===== config.mk =====
export PLATFORM = sky130hd
export DESIGN_NAME = playback_transport_position_flat
export DESIGN_NICKNAME = d
export VERILOG_FILES = /design/src/hdl/ptp_pkg.sv /design/src/hdl/ptp_if.sv /design/src/hdl/playback_transport_position.sv /design/src/hdl/ptp_mul.sv /design/src/hdl/ptp_div.sv /design/src/flat_wrapper.sv
export SDC_FILE = /design/constraint.sdc
export NUM_CORES = 1
export LEC_CHECK = 0
export BUFFER_PORTS_ARGS = -buffer_cell sky130_fd_sc_hd__buf_4
export CAP_MARGIN = 25
export CORE_MARGIN = 2
export CORE_UTILIZATION = 35
export DETAILED_ROUTE_END_ITERATION = 16
export SYNTH_ARGS = -nofsm -noshare
export SYNTH_HDL_FRONTEND = slang
export SYNTH_SLANG_ARGS = --single-unit

===== constraint.sdc =====
create_clock -name clock -period 7.56 [get_ports clock]
set_input_delay 0.756 -clock clock [delete_from_list [all_inputs] [get_ports clock]]
set_output_delay 0.756 -clock clock [all_outputs]
set_load 0.05 [all_outputs]

===== src/hdl/ptp_pkg.sv =====
// Package for the playback transport position block.
// Widths, command and state codes, register indexes and arithmetic sizing.
// Used by every other file of the block.
`default_nettype none

package ptp_pkg;

   localparam int POSITION_BITS      = 40;
   localparam int BEAT_FRACTION_BITS = 16;
   localparam int BEAT_BITS          = 60;
   localparam int TEMPO_W            = 18;
   localparam int RATE_W             = 20;
   localparam int BLOCK_W            = 16;
   localparam int SAMPLE_IN_W        = 41;
   localparam int BEAT_IN_W          = 61;
   localparam int CMD_W              = 3;
   localparam int STATE_W            = 2;
   localparam int CSR_INDEX_W        = 1;
   localparam int CSR_DATA_W         = 20;

   localparam logic [TEMPO_W-1:0] TEMPO_MIN   = 18'd5120;
   localparam logic [TEMPO_W-1:0] TEMPO_MAX   = 18'd255744;
   localparam logic [TEMPO_W-1:0] TEMPO_RESET = 18'd30720;
   localparam logic [RATE_W-1:0]  RATE_RESET  = 20'd48000;

   // rate * 60 * 256 = rate * 15360 = rate * 2^14 - rate * 2^10
   localparam int RATE_SCALED_W = RATE_W + 14;
   localparam int ACC_HI_W      = RATE_SCALED_W + 1;
   localparam int PROD_W        = ACC_HI_W + BEAT_BITS;
   localparam int DEN_W         = (TEMPO_W + BEAT_FRACTION_BITS + 1 > RATE_SCALED_W) ?
                                  TEMPO_W + BEAT_FRACTION_BITS + 1 : RATE_SCALED_W;
   localparam int REM_W         = DEN_W + 1;
   localparam int MUL_STEPS     = BEAT_BITS;
   localparam int DIV_STEPS     = PROD_W;
   localparam int MUL_CNT_W     = $clog2(MUL_STEPS);
   localparam int DIV_CNT_W     = $clog2(DIV_STEPS);
   localparam int SAMPLE_CMP_W  = (POSITION_BITS > SAMPLE_IN_W) ? POSITION_BITS : SAMPLE_IN_W;

   localparam logic [POSITION_BITS-1:0] SAMPLE_TOP = {POSITION_BITS{1'b1}};
   localparam logic [BEAT_BITS-1:0]     BEAT_TOP   = {BEAT_BITS{1'b1}};

   localparam logic [CMD_W-1:0] CMD_PLAY        = 3'd0;
   localparam logic [CMD_W-1:0] CMD_STOP        = 3'd1;
   localparam logic [CMD_W-1:0] CMD_PAUSE       = 3'd2;
   localparam logic [CMD_W-1:0] CMD_ADVANCE     = 3'd3;
   localparam logic [CMD_W-1:0] CMD_SET_SAMPLES = 3'd4;
   localparam logic [CMD_W-1:0] CMD_SET_BEATS   = 3'd5;

   localparam logic [STATE_W-1:0] RUN_STOPPED = 2'd0;
   localparam logic [STATE_W-1:0] RUN_PLAYING = 2'd1;
   localparam logic [STATE_W-1:0] RUN_PAUSED  = 2'd2;

   localparam logic [CSR_INDEX_W-1:0] CSR_TEMPO = 1'd0;
   localparam logic [CSR_INDEX_W-1:0] CSR_RATE  = 1'd1;

   typedef enum logic [4:0] {
      ST_IDLE  = 5'b00001,
      ST_START = 5'b00010,
      ST_MUL   = 5'b00100,
      ST_DIV   = 5'b01000,
      ST_DONE  = 5'b10000
   } seq_state_type;

   // divider result handed back to the sequencer
   typedef struct packed {
      logic                 done;
      logic                 overflow;
      logic [BEAT_BITS-1:0] quotient;
   } div_status_type;

endpackage

`default_nettype wire


===== src/hdl/ptp_if.sv =====
// Handshake channels of the playback transport position block:
// command items, result items and register writes. Uses ptp_pkg.
`default_nettype none

interface ptp_req_if;
   logic                                     valid;
   logic                                     ready;
   logic [ptp_pkg::CMD_W-1:0]                cmd;
   logic [ptp_pkg::BLOCK_W-1:0]              block_length;
   logic signed [ptp_pkg::SAMPLE_IN_W-1:0]   new_sample_position;
   logic signed [ptp_pkg::BEAT_IN_W-1:0]     new_beat_position;

   modport source (output valid, cmd, block_length, new_sample_position, new_beat_position,
                   input ready);
   modport sink (input valid, cmd, block_length, new_sample_position, new_beat_position,
                 output ready);
endinterface

interface ptp_rsp_if;
   logic                               valid;
   logic                               ready;
   logic [ptp_pkg::STATE_W-1:0]        run_state;
   logic [ptp_pkg::POSITION_BITS-1:0]  position_samples;
   logic [ptp_pkg::BEAT_BITS-1:0]      position_beats;

   modport source (output valid, run_state, position_samples, position_beats, input ready);
   modport sink (input valid, run_state, position_samples, position_beats, output ready);
endinterface

interface ptp_csr_if;
   logic                              valid;
   logic                              ready;
   logic [ptp_pkg::CSR_INDEX_W-1:0]   index;
   logic [ptp_pkg::CSR_DATA_W-1:0]    data;

   modport source (output valid, index, data, input ready);
   modport sink (input valid, index, data, output ready);
endinterface

`default_nettype wire


===== src/hdl/playback_transport_position.sv =====
// Top level of the playback transport position block: run state, positions,
// registers, sequencer and result register. Uses ptp_pkg, ptp_if, ptp_mul, ptp_div.
//
//   channel  direction  fields                                             handshake
//   req      in         cmd, block_length, new_sample_position,
//                       new_beat_position                                  valid/ready
//   rsp      out        run_state, position_samples, position_beats        valid/ready
//   csr      in         index (0 tempo_q8, 1 rate in Hz), data             valid/ready
//
// Play, stop, pause, ignored codes and advance while not playing go from ST_IDLE straight
// to ST_DONE. Commands that move a position pass ST_START, ST_MUL for the bit-serial
// multiply, ST_DIV for the bit-serial divide, one bit per cycle, and ST_DONE for the result.
// One item at a time; the next item is taken while the last result waits on rsp.
// A stalled rsp holds the finished item before it is written to the result register.
// Reset is synchronous: stopped, positions zero, tempo 120 BPM, rate 48000.
`default_nettype none

module playback_transport_position (
   input  wire logic  clock,
   input  wire logic  reset,
   ptp_req_if.sink    req,
   ptp_rsp_if.source  rsp,
   ptp_csr_if.sink    csr
);

   ptp_pkg::seq_state_type               state_ff, state_in;
   logic [ptp_pkg::STATE_W-1:0]          run_ff, run_in;
   logic [ptp_pkg::POSITION_BITS-1:0]    sample_ff, sample_in;
   logic [ptp_pkg::BEAT_BITS-1:0]        beat_ff, beat_in;
   logic                                 to_beats_ff, to_beats_in;
   logic [ptp_pkg::TEMPO_W-1:0]          tempo_ff;
   logic [ptp_pkg::RATE_W-1:0]           rate_ff;
   logic                                 rsp_valid_ff, rsp_valid_in;
   logic [ptp_pkg::STATE_W-1:0]          rsp_run_ff;
   logic [ptp_pkg::POSITION_BITS-1:0]    rsp_sample_ff;
   logic [ptp_pkg::BEAT_BITS-1:0]        rsp_beat_ff;

   logic                                 accept;
   logic                                 rsp_load;
   logic [ptp_pkg::RATE_SCALED_W-1:0]    rate_scaled;
   logic [ptp_pkg::POSITION_BITS:0]      adv_sum;
   logic [ptp_pkg::SAMPLE_CMP_W-1:0]     set_ext;
   logic [ptp_pkg::TEMPO_W-1:0]          tempo_wr;

   logic                                 mul_start;
   logic [ptp_pkg::BEAT_BITS-1:0]        mul_x;
   logic [ptp_pkg::RATE_SCALED_W-1:0]    mul_m;
   logic [ptp_pkg::ACC_HI_W-1:0]         mul_preset;
   logic                                 mul_done;
   logic [ptp_pkg::PROD_W-1:0]           mul_prod;
   logic [ptp_pkg::PROD_W-1:0]           div_num;
   logic [ptp_pkg::DEN_W-1:0]            div_den;
   ptp_pkg::div_status_type              div_status;

   assign accept      = req.valid && req.ready;
   assign req.ready   = state_ff == ptp_pkg::ST_IDLE;
   assign csr.ready   = 1'b1;
   assign rate_scaled = {rate_ff, 14'b0} - ptp_pkg::RATE_SCALED_W'({rate_ff, 10'b0});
   assign adv_sum     = {1'b0, sample_ff} + (ptp_pkg::POSITION_BITS + 1)'(req.block_length);
   assign set_ext     = ptp_pkg::SAMPLE_CMP_W'(unsigned'(req.new_sample_position));
   assign tempo_wr    = csr.data[ptp_pkg::TEMPO_W-1:0];

   // samples to beats: (samples * tempo) << frac / (rate * 15360)
   // beats to samples: (beats * rate * 15360 + tempo << (frac-1)) << 1 / (tempo << (frac+1))
   always_comb begin
      if (to_beats_ff) begin
         mul_x      = ptp_pkg::BEAT_BITS'(sample_ff);
         mul_m      = ptp_pkg::RATE_SCALED_W'(tempo_ff);
         mul_preset = '0;
         div_num    = mul_prod << ptp_pkg::BEAT_FRACTION_BITS;
         div_den    = ptp_pkg::DEN_W'(rate_scaled);
      end else begin
         mul_x      = beat_ff;
         mul_m      = rate_scaled;
         mul_preset = ptp_pkg::ACC_HI_W'(tempo_ff) << (ptp_pkg::BEAT_FRACTION_BITS - 1);
         div_num    = mul_prod << 1;
         div_den    = ptp_pkg::DEN_W'(tempo_ff) << (ptp_pkg::BEAT_FRACTION_BITS + 1);
      end
   end

   assign mul_start = state_ff == ptp_pkg::ST_START;
   assign rsp_load  = (state_ff == ptp_pkg::ST_DONE) && (!rsp_valid_ff || rsp.ready);

   always_comb begin
      state_in    = state_ff;
      run_in      = run_ff;
      sample_in   = sample_ff;
      beat_in     = beat_ff;
      to_beats_in = to_beats_ff;
      case (state_ff)
         ptp_pkg::ST_IDLE: begin
            if (accept) begin
               state_in = ptp_pkg::ST_DONE;
               case (req.cmd)
                  ptp_pkg::CMD_PLAY: begin
                     run_in = ptp_pkg::RUN_PLAYING;
                  end
                  ptp_pkg::CMD_STOP: begin
                     run_in    = ptp_pkg::RUN_STOPPED;
                     sample_in = '0;
                     beat_in   = '0;
                  end
                  ptp_pkg::CMD_PAUSE: begin
                     run_in = ptp_pkg::RUN_PAUSED;
                  end
                  ptp_pkg::CMD_ADVANCE: begin
                     if (run_ff == ptp_pkg::RUN_PLAYING) begin
                        sample_in   = adv_sum[ptp_pkg::POSITION_BITS] ? ptp_pkg::SAMPLE_TOP
                                      : adv_sum[ptp_pkg::POSITION_BITS-1:0];
                        to_beats_in = 1'b1;
                        state_in    = ptp_pkg::ST_START;
                     end
                  end
                  ptp_pkg::CMD_SET_SAMPLES: begin
                     if (req.new_sample_position[ptp_pkg::SAMPLE_IN_W-1]) begin
                        sample_in = '0;
                     end else if (set_ext > ptp_pkg::SAMPLE_CMP_W'(ptp_pkg::SAMPLE_TOP)) begin
                        sample_in = ptp_pkg::SAMPLE_TOP;
                     end else begin
                        sample_in = set_ext[ptp_pkg::POSITION_BITS-1:0];
                     end
                     to_beats_in = 1'b1;
                     state_in    = ptp_pkg::ST_START;
                  end
                  ptp_pkg::CMD_SET_BEATS: begin
                     beat_in = req.new_beat_position[ptp_pkg::BEAT_IN_W-1] ? '0
                               : req.new_beat_position[ptp_pkg::BEAT_BITS-1:0];
                     to_beats_in = 1'b0;
                     state_in    = ptp_pkg::ST_START;
                  end
                  default: begin
                  end
               endcase
            end
         end
         ptp_pkg::ST_START: begin
            state_in = ptp_pkg::ST_MUL;
         end
         ptp_pkg::ST_MUL: begin
            if (mul_done) begin
               state_in = ptp_pkg::ST_DIV;
            end
         end
         ptp_pkg::ST_DIV: begin
            if (div_status.done) begin
               state_in = ptp_pkg::ST_DONE;
               if (to_beats_ff) begin
                  beat_in = div_status.overflow ? ptp_pkg::BEAT_TOP : div_status.quotient;
               end else if (div_status.overflow
                            || (div_status.quotient >> ptp_pkg::POSITION_BITS) != '0) begin
                  sample_in = ptp_pkg::SAMPLE_TOP;
               end else begin
                  sample_in = div_status.quotient[ptp_pkg::POSITION_BITS-1:0];
               end
            end
         end
         ptp_pkg::ST_DONE: begin
            if (rsp_load) begin
               state_in = ptp_pkg::ST_IDLE;
            end
         end
         default: begin
            state_in = ptp_pkg::ST_IDLE;
         end
      endcase
   end

   always_comb begin
      rsp_valid_in = rsp_valid_ff;
      if (rsp_load) begin
         rsp_valid_in = 1'b1;
      end else if (rsp.ready) begin
         rsp_valid_in = 1'b0;
      end
   end

   always_ff @(posedge clock) begin
      if (reset) begin
         state_ff     <= ptp_pkg::ST_IDLE;
         run_ff       <= ptp_pkg::RUN_STOPPED;
         sample_ff    <= '0;
         beat_ff      <= '0;
         to_beats_ff  <= 1'b0;
         tempo_ff     <= ptp_pkg::TEMPO_RESET;
         rate_ff      <= ptp_pkg::RATE_RESET;
         rsp_valid_ff <= 1'b0;
      end else begin
         state_ff     <= state_in;
         run_ff       <= run_in;
         sample_ff    <= sample_in;
         beat_ff      <= beat_in;
         to_beats_ff  <= to_beats_in;
         rsp_valid_ff <= rsp_valid_in;
         if (csr.valid && csr.ready) begin
            case (csr.index)
               ptp_pkg::CSR_TEMPO: begin
                  if (tempo_wr < ptp_pkg::TEMPO_MIN) begin
                     tempo_ff <= ptp_pkg::TEMPO_MIN;
                  end else if (tempo_wr > ptp_pkg::TEMPO_MAX) begin
                     tempo_ff <= ptp_pkg::TEMPO_MAX;
                  end else begin
                     tempo_ff <= tempo_wr;
                  end
               end
               ptp_pkg::CSR_RATE: begin
                  rate_ff <= (csr.data == '0) ? ptp_pkg::RATE_W'(1) : csr.data;
               end
               default: begin
               end
            endcase
         end
      end
      if (rsp_load) begin
         rsp_run_ff    <= run_ff;
         rsp_sample_ff <= sample_ff;
         rsp_beat_ff   <= beat_ff;
      end
   end

   assign rsp.valid            = rsp_valid_ff;
   assign rsp.run_state        = rsp_run_ff;
   assign rsp.position_samples = rsp_sample_ff;
   assign rsp.position_beats   = rsp_beat_ff;

   ptp_mul u_mul (
      .clock  (clock),
      .reset  (reset),
      .start  (mul_start),
      .x      (mul_x),
      .m      (mul_m),
      .preset (mul_preset),
      .done   (mul_done),
      .prod   (mul_prod)
   );

   ptp_div u_div (
      .clock  (clock),
      .reset  (reset),
      .start  (mul_done),
      .num    (div_num),
      .den    (div_den),
      .status (div_status)
   );

endmodule

`default_nettype wire


===== src/hdl/ptp_mul.sv =====
// Bit-serial shift-add multiplier: prod = x * m + preset, one multiplier bit a cycle.
// Uses ptp_pkg for widths.
`default_nettype none

module ptp_mul (
   input  wire logic                                clock,
   input  wire logic                                reset,
   input  wire logic                                start,
   input  wire logic [ptp_pkg::BEAT_BITS-1:0]       x,
   input  wire logic [ptp_pkg::RATE_SCALED_W-1:0]   m,
   input  wire logic [ptp_pkg::ACC_HI_W-1:0]        preset,
   output logic                                     done,
   output logic [ptp_pkg::PROD_W-1:0]               prod
);

   logic [ptp_pkg::PROD_W-1:0]        prod_ff, prod_in;
   logic [ptp_pkg::RATE_SCALED_W-1:0] m_ff;
   logic [ptp_pkg::MUL_CNT_W-1:0]     count_ff, count_in;
   logic                              busy_ff, busy_in;
   logic                              done_ff, done_in;
   logic [ptp_pkg::ACC_HI_W:0]        sum;

   // preset sits at the top half and ends up added at weight one after all shifts
   always_comb begin
      sum = {1'b0, prod_ff[ptp_pkg::PROD_W-1 -: ptp_pkg::ACC_HI_W]}
            + (prod_ff[0] ? (ptp_pkg::ACC_HI_W + 1)'(m_ff) : '0);
      prod_in  = prod_ff;
      count_in = count_ff;
      busy_in  = busy_ff;
      done_in  = 1'b0;
      if (start) begin
         prod_in  = {preset, x};
         count_in = '0;
         busy_in  = 1'b1;
      end else if (busy_ff) begin
         prod_in  = {sum, prod_ff[ptp_pkg::BEAT_BITS-1:1]};
         count_in = count_ff + 1'b1;
         if (count_ff == ptp_pkg::MUL_CNT_W'(ptp_pkg::MUL_STEPS - 1)) begin
            busy_in = 1'b0;
            done_in = 1'b1;
         end
      end
   end

   always_ff @(posedge clock) begin
      if (reset) begin
         busy_ff  <= 1'b0;
         done_ff  <= 1'b0;
         count_ff <= '0;
      end else begin
         busy_ff  <= busy_in;
         done_ff  <= done_in;
         count_ff <= count_in;
      end
      prod_ff <= prod_in;
      if (start) begin
         m_ff <= m;
      end
   end

   assign done = done_ff;
   assign prod = prod_ff;

endmodule

`default_nettype wire


===== src/hdl/ptp_div.sv =====
// Bit-serial restoring divider, one quotient bit a cycle, with a sticky
// overflow flag for quotients beyond the beat width. Uses ptp_pkg.
`default_nettype none

module ptp_div (
   input  wire logic                            clock,
   input  wire logic                            reset,
   input  wire logic                            start,
   input  wire logic [ptp_pkg::PROD_W-1:0]      num,
   input  wire logic [ptp_pkg::DEN_W-1:0]       den,
   output ptp_pkg::div_status_type              status
);

   logic [ptp_pkg::PROD_W-1:0]    num_ff, num_in;
   logic [ptp_pkg::DEN_W-1:0]     den_ff;
   logic [ptp_pkg::REM_W-1:0]     rem_ff, rem_in;
   logic [ptp_pkg::BEAT_BITS-1:0] quot_ff, quot_in;
   logic                          ovf_ff, ovf_in;
   logic [ptp_pkg::DIV_CNT_W-1:0] count_ff, count_in;
   logic                          busy_ff, busy_in;
   logic                          done_ff, done_in;
   logic [ptp_pkg::REM_W-1:0]     rem_sh;
   logic                          fits;

   always_comb begin
      // remainder stays below den, so its top bit is always clear before the shift
      rem_sh   = {rem_ff[ptp_pkg::REM_W-2:0], num_ff[ptp_pkg::PROD_W-1]};
      fits     = rem_sh >= {1'b0, den_ff};
      num_in   = num_ff;
      rem_in   = rem_ff;
      quot_in  = quot_ff;
      ovf_in   = ovf_ff;
      count_in = count_ff;
      busy_in  = busy_ff;
      done_in  = 1'b0;
      if (start) begin
         num_in   = num;
         rem_in   = '0;
         quot_in  = '0;
         ovf_in   = 1'b0;
         count_in = '0;
         busy_in  = 1'b1;
      end else if (busy_ff) begin
         num_in   = {num_ff[ptp_pkg::PROD_W-2:0], 1'b0};
         rem_in   = fits ? rem_sh - {1'b0, den_ff} : rem_sh;
         quot_in  = {quot_ff[ptp_pkg::BEAT_BITS-2:0], fits};
         ovf_in   = ovf_ff | quot_ff[ptp_pkg::BEAT_BITS-1];
         count_in = count_ff + 1'b1;
         if (count_ff == ptp_pkg::DIV_CNT_W'(ptp_pkg::DIV_STEPS - 1)) begin
            busy_in = 1'b0;
            done_in = 1'b1;
         end
      end
   end

   always_ff @(posedge clock) begin
      if (reset) begin
         busy_ff  <= 1'b0;
         done_ff  <= 1'b0;
         count_ff <= '0;
      end else begin
         busy_ff  <= busy_in;
         done_ff  <= done_in;
         count_ff <= count_in;
      end
      num_ff  <= num_in;
      rem_ff  <= rem_in;
      quot_ff <= quot_in;
      ovf_ff  <= ovf_in;
      if (start) begin
         den_ff <= den;
      end
   end

   assign status.done     = done_ff;
   assign status.overflow = ovf_ff;
   assign status.quotient = quot_ff;

endmodule

`default_nettype wire

===== src/flat_wrapper.sv =====
// flat-port wrapper written by rule: the top's interface ports become plain ports
module playback_transport_position_flat 
  (clock, reset, req_valid, req_cmd, req_block_length, req_new_sample_position, req_new_beat_position, req_ready, rsp_valid, rsp_run_state, rsp_position_samples, rsp_position_beats, rsp_ready, csr_valid, csr_index, csr_data, csr_ready);
  ptp_req_if req_i ();
  ptp_rsp_if rsp_i ();
  ptp_csr_if csr_i ();
  input  wire logic clock;
  input  wire logic reset;
  input wire logic [$bits(req_i.valid)-1:0] req_valid;
  input wire logic [$bits(req_i.cmd)-1:0] req_cmd;
  input wire logic [$bits(req_i.block_length)-1:0] req_block_length;
  input wire logic [$bits(req_i.new_sample_position)-1:0] req_new_sample_position;
  input wire logic [$bits(req_i.new_beat_position)-1:0] req_new_beat_position;
  output wire logic [$bits(req_i.ready)-1:0] req_ready;
  output wire logic [$bits(rsp_i.valid)-1:0] rsp_valid;
  output wire logic [$bits(rsp_i.run_state)-1:0] rsp_run_state;
  output wire logic [$bits(rsp_i.position_samples)-1:0] rsp_position_samples;
  output wire logic [$bits(rsp_i.position_beats)-1:0] rsp_position_beats;
  input wire logic [$bits(rsp_i.ready)-1:0] rsp_ready;
  input wire logic [$bits(csr_i.valid)-1:0] csr_valid;
  input wire logic [$bits(csr_i.index)-1:0] csr_index;
  input wire logic [$bits(csr_i.data)-1:0] csr_data;
  output wire logic [$bits(csr_i.ready)-1:0] csr_ready;
  assign req_i.valid = req_valid;
  assign req_i.cmd = req_cmd;
  assign req_i.block_length = req_block_length;
  assign req_i.new_sample_position = req_new_sample_position;
  assign req_i.new_beat_position = req_new_beat_position;
  assign req_ready = req_i.ready;
  assign rsp_valid = rsp_i.valid;
  assign rsp_run_state = rsp_i.run_state;
  assign rsp_position_samples = rsp_i.position_samples;
  assign rsp_position_beats = rsp_i.position_beats;
  assign rsp_i.ready = rsp_ready;
  assign csr_i.valid = csr_valid;
  assign csr_i.index = csr_index;
  assign csr_i.data = csr_data;
  assign csr_ready = csr_i.ready;
  playback_transport_position u_core (.clock(clock), .reset(reset), .req(req_i), .rsp(rsp_i), .csr(csr_i));
endmodule

==> impl_metrics.env <==
export IMPL_track_usage=0.208
export IMPL_wl_per_cell_microns=21.4
export IMPL_fmax_mhz=247
export IMPL_use_met2=0.309
export IMPL_final_antenna_net_count=0
export IMPL_fin_crit_ns=4.05
export IMPL_use_met3=0.0453
export IMPL_grt_overflow=0
export IMPL_busiest_layer="met2"
export IMPL_dp_cells=4425
export IMPL_viasPerCell=5.50
export IMPL_final_cell_count_no_fill=4550
export IMPL_tns_ns=0
export IMPL_clkSlewWorstSetupHoldPaths_ns=0.06
export IMPL_grtUsageMet1=0.298
export IMPL_grt_pass1_vias=23800
export IMPL_tightestPinTransition_ns=0.999
export IMPL_irDropWorstVdd_mv=0.149
export IMPL_hold_viol=0
export IMPL_max_cap_violations=0
export IMPL_layout_common_cells="367 x nor2_1, 350 x edfxtp_1, 282 x buf_4"
export IMPL_die_area_sq_um=91400
export IMPL_dp_hpwl_microns=68500
export IMPL_cts_hold_buf=0
export IMPL_n_fill_cell=8713
export IMPL_cp_slowest_cell="buf_4"
export IMPL_cp_arrival_ns=4.52
export IMPL_grt_max_degree=124
export IMPL_drtPass1Iterations=5
export IMPL_layout_commonest_cell="nor2_1"
export IMPL_end_kind="flip-flop"
export IMPL_synth_edf_count=350
export IMPL_route_vias_total=25000
export IMPL_synth_nets=3425
export IMPL_clockRootBuffer="clkbuf_16"
export IMPL_rows=109
export IMPL_ys_warn_count=0
export IMPL_min_period_over_period=0.536
export IMPL_avgSynthCellArea_sq_um=9.80
export IMPL_die_h_microns=302
export IMPL_h_tree_depth=3
export IMPL_crit_top_cell="nor2_1"
export IMPL_cts_repair_resize_count=0
export IMPL_drc=0
export IMPL_power_leakage_nw=13.2
export IMPL_rsz0062_at_grt="false"
export IMPL_finalMaxSlewViolations=0
export IMPL_wl_microns=97500
export IMPL_path_class="flip-flop to flip-flop"
export IMPL_grt_pass1_wl_microns=146000
export IMPL_drive_gt1_frac=0.134
export IMPL_post_cts_repair_setup_buffers=0
export IMPL_fin_skew_ns=0.0391
export IMPL_globalplace_congestion=0.905
export IMPL_async_reset_ff_frac=0
export IMPL_r2r_slack_ns=3.51
export IMPL_crit_required_ns=8.03
export IMPL_insertion_delay_ns=0.63
export IMPL_cts_tree="done"
export IMPL_syn_cell_area_sq_um=31200
export IMPL_clk_path_buf_depth=3
export IMPL_cp_max_fo=72
export IMPL_cts_made_buffers=66
export IMPL_antenna_found_initial=6
export IMPL_holdWs_ns=0.391
export IMPL_cellPowerDensity_nw_per_um2=244
export IMPL_postLayoutCellArea_sq_um=36400
export IMPL_finalSetupViolations=0
export IMPL_cp_start_kind="flip-flop"
export IMPL_max_stage_delay_ns=0.62
export IMPL_ys_seq_area_frac=0.504
export IMPL_start_util=0.353
export IMPL_post_dp_cell_area_sq_um=34000
export IMPL_nets=3575
export IMPL_crit_chain="nor2_1 > and3_2 > buf_4 > nor2_1 > a211oi_4 > buf_4 > nand2_1 > nor2_1 > a31oi_1"
export IMPL_relSlewSlack=0.332
export IMPL_ys_flop_type="edfxtp_1"
export IMPL_synthToLayoutAreaGrowth_pct=16.7
export IMPL_clock_sinks=610
export IMPL_core_sq_um=88400
export IMPL_outcome="complete, no violations"
export IMPL_synthCells=3180
export IMPL_portBuffers=250
export IMPL_drt_iter0_drc=2193
export IMPL_synth_seq_cells=610
export IMPL_ios=252
export IMPL_synth_cell_types=86
export IMPL_hold_class="input port to flip-flop"
export IMPL_die_x_microns=302
## Yosys cell counts (all sizes together), types with 26 or more instances
cell | count | area, sq um
nor3 | 59 | 305
a311oi | 65 | 569
and2 | 74 | 463
a21o | 31 | 233
a211oi | 44 | 335
clkbuf | 163 | 613
a31oi | 26 | 178
ha | 95 | 1190
edfxtp | 350 | 10500
o21ai | 229 | 1150
nor2 | 368 | 1380
nand2 | 258 | 968
dfxtp | 260 | 5200
a21oi | 259 | 1300
xor2 | 35 | 307
inv | 82 | 308
xnor2 | 56 | 490
o211ai | 33 | 248
mux2i | 207 | 2070
nand3 | 119 | 596
nor2b | 36 | 225
buf | 40 | 200
## sequential cells by signal, summed over array words and instances, names as in the netlist, 7 cells and up
signal and flops:
u_core.u_mul.prod 95, u_core.rsp.position_beats 60, u_core.u_div.count_ff 7, u_core.sample_ff 40
u_core.beat_ff 60, u_core.tempo_ff 18, u_core.u_mul.m_ff 34, u_core.rate_ff 20
u_core.u_div.quot_ff 60, u_core.rsp.position_samples 40, u_core.u_div.rem_ff 35, u_core.u_div.num_ff 94
u_core.u_div.den_ff 25
## layer usage
layer  part of all wire  vias up  wire, microns
met1               0.46    12100          44900
met5            0.00052        -             51
li1                   -    12000              -
met2               0.44      780          42600
met3              0.071      150           6890
met4              0.032        8           3080
## power breakdown
part	internal, mW	switching (mW)	leakage, nW
combinational	0.569	0.959	6.81
clock	1.98	1.40	1.08
sequential	3.73	0.244	5.30
## critical path, delay by kind of cell (launching register included)
kind | cells | cell delay [ns]
compound gates | 2 | 0.36
buf+inv | 2 | 1.09
simple gates | 5 | 2.11
flops | 1 | 0.31
## path summary, 6_finish.rpt
path / end / startpoint / cells after the start
max: u_core.sample_ff[22] / u_core.state_ff[4] / 9
min: u_core.tempo_ff[14] / csr_data[14] / 3
max reg2reg: u_core.sample_ff[22] / u_core.state_ff[4] / 9
min reg2reg: u_core.rsp.position_beats[59] / u_core.beat_ff[59] / 0
## cell families after synthesis
kind of cell / count (synthesis) / share of synthesized area
compound gates: 825 / 0.167
xor+xnor: 91 / 0.0256
fa+ha+maj: 98 / 0.0401
buf+inv: 286 / 0.0361
flops: 610 / 0.504
mux: 221 / 0.0715
other cells: 1 / 0.000120
simple gates: 1048 / 0.156
## cell type report
class / count / area [sq um] / area share
antenna: 3 / 7.51 / 0.000206
tap: 1165 / 1460 / 0.0401
clock buffer: 91 / 1860 / 0.0511
sequential: 610 / 15700 / 0.433
clock inverter: 29 / 388 / 0.0107
multi-input combinational: 2284 / 14400 / 0.396
inverter: 83 / 314 / 0.00864
timing repair buffer: 285 / 2200 / 0.0605
## through the flow
stage	utilization	power (mW)	setup slack (ns)
after floorplan	-	5.01	1.59
after global placement	0.385	5.53	3.67
after detailed placement	0.385	5.54	3.59
after CTS	0.411	8.92	3.56
after global routing	0.411	9.22	3.25
final	0.411	8.88	3.51
No activity file was read; power rests on OpenSTA's default activity.
